### src/rtl/stroke_segment_line_hit_test_macros.svh
// assertion macros shared by the stroke segment hit test rtl
// no dependencies; included by the modules that carry assertions
`ifndef STROKE_SEGMENT_LINE_HIT_TEST_MACROS_SVH
`define STROKE_SEGMENT_LINE_HIT_TEST_MACROS_SVH

// same-cycle implication, disabled during reset
`define SSLHT_ASSERT_IMPLIES(label, clk, rst_n, ante, cons, msg) \
    label: assert property (@(posedge clk) disable iff (!rst_n) (ante) |-> (cons)) \
        else $error(msg);

// next-cycle implication, disabled during reset
`define SSLHT_ASSERT_NEXT(label, clk, rst_n, ante, cons, msg) \
    label: assert property (@(posedge clk) disable iff (!rst_n) (ante) |=> (cons)) \
        else $error(msg);

`endif

### src/rtl/sslht_pkg.sv
// shared types and constants of the stroke segment hit test
// no dependencies
`timescale 1ns / 1ps
`default_nettype none

package sslht_pkg;

    // configuration register map
    localparam int CFG_INDEX_WIDTH = 2;

    typedef logic [CFG_INDEX_WIDTH-1:0] t_cfg_index;

    localparam t_cfg_index CFG_LINE_START_X = 2'd0;
    localparam t_cfg_index CFG_LINE_START_Y = 2'd1;
    localparam t_cfg_index CFG_LINE_END_X   = 2'd2;
    localparam t_cfg_index CFG_LINE_END_Y   = 2'd3;

    // per-item control that travels down the pipeline
    typedef struct packed {
        logic seg_ok;   // a segment ends at this point (stroke already open)
        logic last;     // last point of the stroke
    } t_sslht_ctrl;

endpackage

`default_nettype wire

### src/rtl/sslht_point_if.sv
// stroke point and hit result channels (valid/ready with payload)
// no dependencies
`timescale 1ns / 1ps
`default_nettype none

interface sslht_point_if #(
    parameter int COORD_WIDTH = 16
);
    logic                          valid;
    logic                          ready;
    logic signed [COORD_WIDTH-1:0] point_x;
    logic signed [COORD_WIDTH-1:0] point_y;
    logic                          first_point;
    logic                          last_point;

    modport source (output valid, point_x, point_y, first_point, last_point, input ready);
    modport sink   (input valid, point_x, point_y, first_point, last_point, output ready);
endinterface


`default_nettype wire

### src/rtl/sslht_front.sv
// input stage: takes a point, keeps the previous point, registers the differences
// depends on sslht_pkg and sslht_point_if
`timescale 1ns / 1ps
`default_nettype none
`include "stroke_segment_line_hit_test_macros.svh"

module sslht_front #(
    parameter int COORD_WIDTH = 16
) (
    input  wire logic                              i_clk,
    input  wire logic                              i_rst_n,
    sslht_point_if.sink                            i_point,
    input  wire logic signed [COORD_WIDTH-1:0]     i_line_start_x,
    input  wire logic signed [COORD_WIDTH-1:0]     i_line_start_y,
    input  wire logic signed [COORD_WIDTH-1:0]     i_line_end_x,
    input  wire logic signed [COORD_WIDTH-1:0]     i_line_end_y,
    input  wire logic                              i_ready_dn,
    output logic                                   o_valid,
    output logic signed [COORD_WIDTH:0]            o_rx,
    output logic signed [COORD_WIDTH:0]            o_ry,
    output logic signed [COORD_WIDTH:0]            o_sx,
    output logic signed [COORD_WIDTH:0]            o_sy,
    output logic signed [COORD_WIDTH:0]            o_qx,
    output logic signed [COORD_WIDTH:0]            o_qy,
    output sslht_pkg::t_sslht_ctrl                 o_ctrl
);
    import sslht_pkg::*;

    localparam int DIFF_WIDTH = COORD_WIDTH + 1;

    logic                          r_valid;
    logic signed [COORD_WIDTH-1:0] r_prev_x;
    logic signed [COORD_WIDTH-1:0] r_prev_y;
    logic                          r_have_prev;
    logic signed [DIFF_WIDTH-1:0]  r_rx, r_ry, r_sx, r_sy, r_qx, r_qy;
    t_sslht_ctrl                   r_ctrl;

    logic                          acc;
    logic signed [DIFF_WIDTH-1:0]  cx, cy, px, py, s0x, s0y, e0x, e0y;
    t_sslht_ctrl                   n_ctrl;

    assign i_point.ready = !r_valid || i_ready_dn;
    assign acc           = i_point.valid && i_point.ready;

    // sign-extend by one bit so every difference is exact
    assign cx  = {i_point.point_x[COORD_WIDTH-1], i_point.point_x};
    assign cy  = {i_point.point_y[COORD_WIDTH-1], i_point.point_y};
    assign px  = {r_prev_x[COORD_WIDTH-1], r_prev_x};
    assign py  = {r_prev_y[COORD_WIDTH-1], r_prev_y};
    assign s0x = {i_line_start_x[COORD_WIDTH-1], i_line_start_x};
    assign s0y = {i_line_start_y[COORD_WIDTH-1], i_line_start_y};
    assign e0x = {i_line_end_x[COORD_WIDTH-1], i_line_end_x};
    assign e0y = {i_line_end_y[COORD_WIDTH-1], i_line_end_y};

    always_comb begin
        n_ctrl.seg_ok = r_have_prev && !i_point.first_point;
        n_ctrl.last   = i_point.last_point;
    end

    always_ff @(posedge i_clk) begin
        if (!i_rst_n) begin
            r_valid     <= 1'b0;
            r_have_prev <= 1'b0;
            r_prev_x    <= '0;
            r_prev_y    <= '0;
        end else begin
            if (i_point.ready) begin
                r_valid <= i_point.valid;
            end
            if (acc) begin
                r_prev_x    <= i_point.point_x;
                r_prev_y    <= i_point.point_y;
                r_have_prev <= !i_point.last_point;
            end
        end
    end

    always_ff @(posedge i_clk) begin
        if (acc) begin
            r_rx   <= cx - px;
            r_ry   <= cy - py;
            r_sx   <= e0x - s0x;
            r_sy   <= e0y - s0y;
            r_qx   <= s0x - px;
            r_qy   <= s0y - py;
            r_ctrl <= n_ctrl;
        end
    end

    assign o_valid = r_valid;
    assign o_rx    = r_rx;
    assign o_ry    = r_ry;
    assign o_sx    = r_sx;
    assign o_sy    = r_sy;
    assign o_qx    = r_qx;
    assign o_qy    = r_qy;
    assign o_ctrl  = r_ctrl;

    `SSLHT_ASSERT_NEXT(a_last_closes_stroke, i_clk, i_rst_n, acc && i_point.last_point, !r_have_prev, "last point left stroke open")

endmodule

`default_nettype wire

### src/flat_wrapper.sv
// flat-port wrapper written by rule: the top's interface ports become plain ports
module sslht_front_flat import sslht_pkg::*;
#(
    parameter int COORD_WIDTH = 16
)
  (i_clk, i_rst_n, i_line_start_x, i_line_start_y, i_line_end_x, i_line_end_y, i_ready_dn, o_valid, o_rx, o_ry, o_sx, o_sy, o_qx, o_qy, o_ctrl, i_point_valid, i_point_point_x, i_point_point_y, i_point_first_point, i_point_last_point, i_point_ready);
  sslht_point_if #(.COORD_WIDTH(COORD_WIDTH)) i_point_i ();
  input  wire logic i_clk;
  input  wire logic i_rst_n;
  input  wire logic signed [COORD_WIDTH-1:0] i_line_start_x;
  input  wire logic signed [COORD_WIDTH-1:0] i_line_start_y;
  input  wire logic signed [COORD_WIDTH-1:0] i_line_end_x;
  input  wire logic signed [COORD_WIDTH-1:0] i_line_end_y;
  input  wire logic i_ready_dn;
  output logic o_valid;
  output logic signed [COORD_WIDTH:0] o_rx;
  output logic signed [COORD_WIDTH:0] o_ry;
  output logic signed [COORD_WIDTH:0] o_sx;
  output logic signed [COORD_WIDTH:0] o_sy;
  output logic signed [COORD_WIDTH:0] o_qx;
  output logic signed [COORD_WIDTH:0] o_qy;
  output sslht_pkg::t_sslht_ctrl o_ctrl;
  input wire logic [$bits(i_point_i.valid)-1:0] i_point_valid;
  input wire logic [$bits(i_point_i.point_x)-1:0] i_point_point_x;
  input wire logic [$bits(i_point_i.point_y)-1:0] i_point_point_y;
  input wire logic [$bits(i_point_i.first_point)-1:0] i_point_first_point;
  input wire logic [$bits(i_point_i.last_point)-1:0] i_point_last_point;
  output wire logic [$bits(i_point_i.ready)-1:0] i_point_ready;
  assign i_point_i.valid = i_point_valid;
  assign i_point_i.point_x = i_point_point_x;
  assign i_point_i.point_y = i_point_point_y;
  assign i_point_i.first_point = i_point_first_point;
  assign i_point_i.last_point = i_point_last_point;
  assign i_point_ready = i_point_i.ready;
  sslht_front #(.COORD_WIDTH(COORD_WIDTH)) u_core (.i_clk(i_clk), .i_rst_n(i_rst_n), .i_point(i_point_i), .i_line_start_x(i_line_start_x), .i_line_start_y(i_line_start_y), .i_line_end_x(i_line_end_x), .i_line_end_y(i_line_end_y), .i_ready_dn(i_ready_dn), .o_valid(o_valid), .o_rx(o_rx), .o_ry(o_ry), .o_sx(o_sx), .o_sy(o_sy), .o_qx(o_qx), .o_qy(o_qy), .o_ctrl(o_ctrl));
endmodule
### config.mk
export PLATFORM = sky130hd
export DESIGN_NAME = sslht_front_flat
export DESIGN_NICKNAME = d
export VERILOG_FILES = /design/src/rtl/sslht_pkg.sv /design/src/rtl/sslht_point_if.sv /design/src/rtl/sslht_front.sv /design/src/flat_wrapper.sv
export VERILOG_INCLUDE_DIRS = /design/src /design/src/rtl
export SDC_FILE = /design/constraint.sdc
export NUM_CORES = 1
export LEC_CHECK = 0
export ABC_AREA = 1
export ABC_CLOCK_PERIOD_IN_PS = 4300
export BUFFER_PORTS_ARGS = -buffer_cell sky130_fd_sc_hd__buf_4
export CAP_MARGIN = 10
export CORE_ASPECT_RATIO = 1.2
export CORE_MARGIN = 2
export CORE_UTILIZATION = 43
export CTS_BUF_LIST = sky130_fd_sc_hd__clkbuf_4 sky130_fd_sc_hd__clkbuf_8
export CTS_CLUSTER_SIZE = 30
export DETAILED_ROUTE_END_ITERATION = 7
export PLACE_DENSITY = 0.69
export SLEW_MARGIN = 20
export SYNTH_ARGS = -nofsm -noshare
export SYNTH_HDL_FRONTEND = slang
export SYNTH_SLANG_ARGS = --single-unit
### constraint.sdc
create_clock -name i_clk -period 4.3 [get_ports i_clk]
set_input_delay 1.29 -clock i_clk [delete_from_list [all_inputs] [get_ports i_clk]]
set_output_delay 1.29 -clock i_clk [all_outputs]
set_load 0.005 [all_outputs]
==> impl_summary.log <==
INFO  metric status = finished, final reports clean
INFO  metric die-height = 174.6 um
INFO  metric synth-xor-area-share = 0.03526
INFO  metric cell_count_after_placement = 2010
INFO  metric slew_headroom = 0.5900
INFO  metric gpl.final_weighted_congestion = 0.8930
INFO  metric synth_area_leader_cell = edfxtp_1
INFO  metric finalSetupViolations = 0
INFO  metric p_leak = 7.256 nW
INFO  metric clkSinkCount = 138
INFO  metric antenna_left = 0
INFO  metric netlist_area = 10430 um2
INFO  metric drt-total-wl = 25970 um
INFO  metric avgRoutedWirePerCell = 12.72 um
INFO  metric cell_repeated_most_along_the_worst_path = buf_4
INFO  metric wire_length_of_the_first_global_routing_pass = 42430 um
INFO  metric cts-root-to-sink-buffers = 2
INFO  metric maximum_clock_rate = 337.4 MHz
INFO  metric grt_pass1_vias = 9109
INFO  metric drive_gt1_frac = 0.1638
INFO  metric synth-adder-area-share = 0.1267
INFO  metric io_pins = 208
INFO  metric vias = 9383
INFO  metric setup_total_negative_slack = 0 ns
INFO  metric grt_setup_unrepaired = no
INFO  metric syn_to_final_growth = 22.48%
INFO  metric peakVddDrop = 190.0 uV
INFO  metric synthTopCellsByArea = edfxtp_1 30%, nand2_1 20%, inv_1 13%
INFO  metric grt-ovfl-total = 0
INFO  metric timing.hold.ws = 0.4977 ns
INFO  metric place.detailed.hpwl = 21000 um
INFO  metric clock-skew-final = 0.01729 ns
INFO  metric cts.repair_timing.setup_buffer_count = 0
INFO  metric route.detailed.vias_per_inst = 4.595
INFO  metric global_route.peak_usage_layer = met2
INFO  metric yosys_register_bits = 138
INFO  metric power_density = 328.5 nW/um2
INFO  metric finalHoldViolCount = 0
INFO  metric cp-end-kind = output pin
INFO  metric hold_buffers = 0
INFO  metric track_usage = 0.2068
INFO  metric syn_nets = 1694
INFO  metric final_nets = 1913
INFO  metric pin_count_of_the_biggest_net_entering_global_routing = 68
INFO  metric clock_tree.root_cell = clkbuf_8
INFO  metric worst_pin_slew = 0.6151 ns
INFO  metric cts_htree_levels = 4
INFO  metric clkSlewWorstSetupHoldPaths = 0.07 ns
INFO  metric cell_chain_of_the_critical_path = buf_4 > inv_1 > nand2_1 > buf_4
INFO  metric met3_grt_util = 0.04125
INFO  metric critical_path_top_delay_cell = buf_4
INFO  metric layout_min_cycle_time = 2.964 ns
INFO  metric cts_repair_resizes = 0
INFO  metric drt_pass1_iterations = 6
INFO  metric hold_class = register to register
INFO  metric buffer_ports.inserted = 207
INFO  metric synth_top_family_by_area = simple AND/OR/NAND/NOR gates
INFO  metric timing.critical_path.required = 3.01 ns
INFO  metric post_synth_and_or_nand_nor_area_fraction = 0.2786
INFO  metric synth_top_area_frac = 0.2994
INFO  metric synth_compound_area_frac = 0.06117
INFO  metric crit_path_max_fanout = 3
INFO  metric gate_count_after_technology_mapping = 1490
INFO  metric fp.coreArea = 23890 um2
INFO  metric timing.critical_path.from_type = input port
INFO  metric drt-initial-drc-count = 357
INFO  metric portion_of_the_clock_cycle_consumed_by_the_worst_path_in_the_final_layout = 0.6892
INFO  metric antenna_cells = 0
INFO  metric classification_of_the_worst_setup_path = input port to output pin
INFO  metric placementRows = 62
INFO  metric die_x = 146.2 um
INFO  metric fin_cells = 2042
INFO  metric post-route-drc-count = 0
INFO  metric critPathArrivalTime = 1.67 ns
INFO  metric global_route.usage.met1 = 0.2553
INFO  metric clock_latency = 0.46 ns
INFO  metric start_util = 0.4366
INFO  metric slowest_delay = 0.15 ns
INFO  metric max-cap-violations = 0
INFO  metric final_max_slew_viol_count = 0
INFO  metric syn_avg_cell_area = 7.001 um2
INFO  metric yosys-mux-area-fraction = 0
INFO  metric yosys.cell_types.count = 20
INFO  metric fp.dieArea = 25530 um2
INFO  metric number_of_antenna_violations_at_the_first_check_in_global_routing = 0
INFO  metric use_met2 = 0.3577
INFO  metric tritoncts_clock_tree = done
INFO  metric synth_seq_area_share = 0.3646
INFO  metric yosysWarnings = 0
INFO  metric cts_made_buffers = 17
## Yosys cell counts
cell,number
a21oi_1,93
a21boi_0,1
inv_1,352
dfxtp_1,34
clkbuf_1,5
nor3_2,9
fa_1,6
nand2_2,24
or2_1,7
edfxtp_1,104
buf_2,4
nand3_1,68
nor2_1,45
xnor2_1,13
nand2_1,543
inv_2,9
xor2_1,29
o21ai_0,33
nor3_1,15
ha_1,96
## cells in the final DEF (no fill, tap or decap), drive strengths merged, types with 29 or more instances in the layout
cell type / synthesis / routed
edfxtp: 104 / 104
ha: 96 / 96
o21ai: 33 / 33
inv: 361 / 361
nor2: 45 / 45
a21oi: 93 / 93
nand2: 567 / 567
xor2: 29 / 29
nand3: 68 / 68
buf: 4 / 209
dfxtp: 34 / 34
## state kept, by name (all words and copies together), names as in the netlist
name                count
u_core.o_qy            17
u_core.o_ry            17
u_core.r_prev_x        16
u_core.o_ctrl           2
u_core.o_sx            17
u_core.o_sy            17
u_core.r_prev_y        16
u_core.o_rx            17
u_core.r_have_prev      1
u_core.o_qx            17
u_core.o_valid          1
## cell type report
cell class | instances | area, um2
clock buffers | 24 | 305.3
clock inverters | 8 | 93.84
fillers | 2331 | 11120
inverters | 361 | 1358
multi-input cells | 982 | 5234
flip-flops and latches | 138 | 3804
well taps | 320 | 400.4
repair buffers | 209 | 1582
## routing by layer
layer / up-vias / wire length (um)
li1: 5001 / -
met1: 4090 / 11670
met2: 245 / 12310
met3: 47 / 1257
met4: 0 / 737
met5: - / 0
## path summary, 6_finish.rpt
check                                      endpoint                start  slack, ns  cells past startpoint
worst min register to register  u_core.r_prev_y[10]  u_core.r_prev_y[10]       0.50                      2
worst min-delay path            u_core.r_prev_y[10]  u_core.r_prev_y[10]       0.50                      2
worst max register to register      u_core.o_ry[14]   u_core.r_prev_y[0]       2.44                     10
worst max-delay path                  i_point_ready           i_ready_dn       1.34                      4
## through the flow
stage | worst slack (ns) | util | area, um2 | power (mW)
floorplan | 0.1962 | - | 10430 | 2.608
global placement | 1.337 | 0.5180 | 12380 | 3.099
detailed placement | 1.313 | 0.5180 | 12380 | 3.126
CTS | 1.332 | 0.5347 | 12780 | 4.235
global route | 1.298 | 0.5347 | 12780 | 4.478
finish | 1.336 | 0.5347 | 12780 | 4.197
## cells by family after synthesis
group                    count (synthesis)
adder cells (fa/ha/maj)                102
AND/OR/NAND/NOR                        711
AO/OA/AOI/OAI                          127
buffers and inverters                  370
XOR/XNOR                                42
flip-flops                             138
## critical path: cells and delay by family
kind | cells | cell delay, ns
AND/OR/NAND/NOR | 1 | 0.08
buffers and inverters | 3 | 0.31
## power breakdown
part / internal (mW) / switching, mW
clock: 0.583 / 0.522
sequential: 1.65 / 0.0551
combinational: 0.584 / 0.799
total: 2.82 / 1.38
No activity file was read; power rests on OpenSTA's default activity.
